$ cat src/sv/skp_pkg.sv
// ----------------------------------------------------------------------------
// skp_pkg
// Shared types and constants for the skyline profile builder.
// ----------------------------------------------------------------------------
package skp_pkg;

  localparam int CMD_W       = 2;
  localparam int CNT_W       = 4;
  localparam int LABEL_W     = 11;
  localparam int HEIGHT_W    = 11;
  localparam int TOTAL_W     = 20;
  localparam int SLOTS       = 8;
  localparam int SLOT_IW     = 3;
  localparam int MAX_NODES   = 8;
  localparam int SLOT_CAP    = (MAX_NODES < SLOTS) ? MAX_NODES : SLOTS;
  localparam int MAX_EQ_DEF  = 1024;
  localparam logic [LABEL_W-1:0] ACTIVE_SIZE_RST = LABEL_W'(1024);

  typedef enum logic [CMD_W-1:0] {
    CMD_UPDATE = 2'd0,
    CMD_READ   = 2'd1,
    CMD_CLEAR  = 2'd2
  } cmd_t;

  // request and response of the shared add/subtract unit
  typedef struct packed {
    logic               sub;
    logic [TOTAL_W-1:0] a;
    logic [TOTAL_W-1:0] b;
  } alu_req_t;

  typedef struct packed {
    logic [TOTAL_W-1:0] sum;
    logic               borrow;
  } alu_rsp_t;

endpackage

$ cat src/sv/skp_alu.sv
// ----------------------------------------------------------------------------
// skp_alu
// Shared add/subtract unit; borrow flags a < b on a subtract.
// ----------------------------------------------------------------------------
module skp_alu (
  input  skp_pkg::alu_req_t req,
  output skp_pkg::alu_rsp_t rsp
);
  import skp_pkg::*;

  logic [TOTAL_W-1:0] b_op;
  logic [TOTAL_W:0]   full;

  assign b_op = req.sub ? ~req.b : req.b;
  assign full = {1'b0, req.a} + {1'b0, b_op} + {{TOTAL_W{1'b0}}, req.sub};

  assign rsp.sum    = full[TOTAL_W-1:0];
  assign rsp.borrow = req.sub & ~full[TOTAL_W];

endmodule

$ cat config.mk
export PLATFORM = sky130hd
export DESIGN_NAME = skp_alu
export DESIGN_NICKNAME = d
export VERILOG_FILES = /design/src/sv/skp_pkg.sv /design/src/sv/skp_alu.sv
export SDC_FILE = /design/constraint.sdc
export NUM_CORES = 1
export LEC_CHECK = 0
export BUFFER_PORTS_ARGS = -buffer_cell sky130_fd_sc_hd__buf_4
export CORE_UTILIZATION = 50
export DETAILED_ROUTE_END_ITERATION = 12
export GPL_ROUTABILITY_DRIVEN = 0
export GPL_TIMING_DRIVEN = 0
export PLACE_DENSITY = 0.88
export SLEW_MARGIN = 10
export SYNTH_ARGS = -nofsm -noshare
export SYNTH_HDL_FRONTEND = slang
export SYNTH_SLANG_ARGS = --single-unit
$ cat constraint.sdc
create_clock -name vclk -period 7.6
set_input_delay 1.52 -clock vclk [all_inputs]
set_output_delay 1.52 -clock vclk [all_outputs]
set_load 0.02 [all_outputs]
==> flow_summary.toml <==
[pwr]
peakVddDrop_v = 0.000130
switching_share_pct = 55.4
p_comb_share_pct = 100.0
p_leak_nw = 0.796
switchingPower_w = 0.000143
clockPowerShare_pct = 0
p_int_w = 0.000115
sequentialPowerShare_pct = 0
p_per_area_nw_per_um2 = 155
fin_total_pwr_w = 0.000258

[finish]
stdcell_count = 239
seq_cells = 0
fin_nets = 275
seqCellArea_um2 = 0
area_growth_pct = 43.1
nClkBuffers = 0
nFillCells = 166
drive_gt1_share_pct = 35.1
diodes = 0

[global_routing]
grt_pass1_vias = 1235
grt_pass1_wl_um = 5000
grt_max_degree = 11
grt_overflow = 0
antenna_found_initial = 0
grt_usage_pct = 24.4

[min_path]
hold_path.class = "in2out"
timing.hold.worst_path_depth = 3
min_from = "req[20]"
min_to = "rsp[1]"

[worst_setup_path]
required_ns = 6.08
worstSetupPathType = "in2out"
startpoint_type = "primary input"
crit_path_end_kind = "output pin"
cp_max_fo = 10
cp.arrival_ns = 4.09

[synthesis]
yosysWarnings = 0
seq_area_frac_synth_pct = 0
yosys.area_share.simple_pct = 13.7
synth.distinct_cells = 40
synth_compound_area_share_pct = 31.2
synth_nets = 211
synth_xor_area_share_pct = 27.9
avgSynthCellArea_um2 = 7.78
syn_area_um2 = 1160
synth_fa_ha_area_share_pct = 23.3
synthCells = 149
synth_top_family_by_area = "compound AO/OA/AOI/OAI gates"
muxShareOfSynthArea_pct = 1.19

[sta]
max_slew_margin_pct = 51.1
min_period_ns = 5.61
hold_viol = 0
rsz0062_at_grt = "no"
tightest_slew_ns = 0.734
min_period_over_period_pct = 73.8
finalSetupViolCount = 0
fmax_mhz = 178
finalSetupTns_ns = 0
drv_slew = 0
setup_slack_ns = 1.99

[drt]
first_pass_iters = 4
wire_per_inst_um = 12.7
ant_nets = 0
route.vias.total = 1325
drt_iter0_drc = 18
wl_um = 3050
vias_per_cell = 5.54
post-route-drc-count = 0

[die]
start_util_pct = 52.9
fp.dieArea_um2 = 2520
die_w_um = 50.2
core_area_um2 = 2190
fp-row-count = 17
io_pins = 62
die_h_um = 50.2

[clock_tree]
cts_setup_buffers = 0
holdBufCountCts = 0
cts_resized = 0

[place]
hpwlAfterDp_um = 2620
pre_cts_slack_ns = 2.00
dp.cells = 239
io_buffers = 62

[status]
status = "finished clean"

[job]
cap_violations = 0
cell usage after synthesis (all sizes together):
library cell,instances,share of area (%)
a211oi,2,1.7
a21boi,1,0.65
a21o,2,1.3
a21oi,20,9.9
a31oi,3,1.6
a41oi,1,1.4
and2,1,0.54
and2b,1,0.65
and3,1,0.54
buf,2,0.75
clkbuf,1,0.32
fa,1,1.7
ha,20,22
inv,5,1.6
mux2i,1,1.2
nand2,11,3.6
nand3,1,0.43
nand3b,1,0.65
nand4,4,2.2
nor2,6,1.9
nor2b,3,1.6
nor3,1,0.43
nor3b,1,0.65
nor4,1,0.54
o2111ai,1,0.76
o211ai,2,2.2
o21a,2,1.3
o21ai,12,5.8
o21bai,1,0.65
o221ai,2,2.0
o31ai,1,1.8
xnor2,10,7.6
xor2,27,20
per-layer routing:
metal  track usage (%)  wire [um]  up-vias
li1                  -          -      666
met1              26.9       1210      606
met2              50.2       1670       51
met3              1.82        154        2
met4              2.86         14        0
met5                 0          0        -
worst max-delay path, stage by stage:
cell	delay, ns
buf_4	0.09
buf_1	0.56
xor2_1	0.15
ha_1	0.37
and2b_1	0.17
o2111ai_1	0.15
a21oi_2	0.31
o21ai_1	0.15
o211ai_2	0.20
xor2_1	0.22
buf_4	0.18
cell families (layout without fill, tap and decap cells):
family / after synthesis / in the layout
xor+xnor: 37 / 37
simple gates: 32 / 32
compound gates: 50 / 50
buf+inv: 8 / 70
mux: 1 / 1
fa+ha+maj: 21 / 21
power by group through the flow:
stage	Clock, W	Combinational (W)	Sequential, W
global placement	0	0.000251	0
floorplan	0	0.000166	0
finish	0	0.000258	0
global route	0	0.000279	0
detailed placement	0	0.000257	0
CTS	0	0.000258	0
area by class of cell:
type	instances	area (um2)	area share (%)
buffer	3	12.5	0.754
inverter	5	18.8	1.13
tap	28	35.0	2.11
timing repair buffer	62	465	28.0
multi-input combinational	141	1130	68.0
worst max-delay path by stage:
stage / startpoint / endpoint / slack [ns]
finish: req[40] / rsp[17] / 1.99
global route: req[40] / rsp[17] / 1.83
CTS: req[40] / rsp[17] / 2.00
detailed placement: req[40] / rsp[17] / 2.00
global placement: req[40] / rsp[17] / 2.09
floorplan: req[40] / rsp[17] / 2.37
stage by stage:
stage          utilization [%]  hold WS [ns]  area [um2]
2_1_floorplan                -          3.16        1160
3_3_place_gp              75.8          3.34        1660
3_5_place_dp              75.8          3.35        1660
4_1_cts                   75.8          3.35        1660
5_1_grt                   75.8          3.37        1660
6_report                  75.8          3.35        1660
cell usage in the layout, fill, tap and decap left out, types with 3 or more instances in the layout:
| master | count |
|---|---|
| buf_4 | 62 |
| o21ai_0 | 5 |
| ha_1 | 20 |
| nand2_1 | 11 |
| inv_1 | 5 |
| xnor2_1 | 10 |
| a31oi_1 | 3 |
| o21ai_1 | 5 |
| xor2_1 | 27 |
| nor2b_1 | 3 |
| nand4_1 | 4 |
| a21oi_1 | 18 |
| nor2_1 | 6 |
No activity file was read; power rests on OpenSTA's default activity.
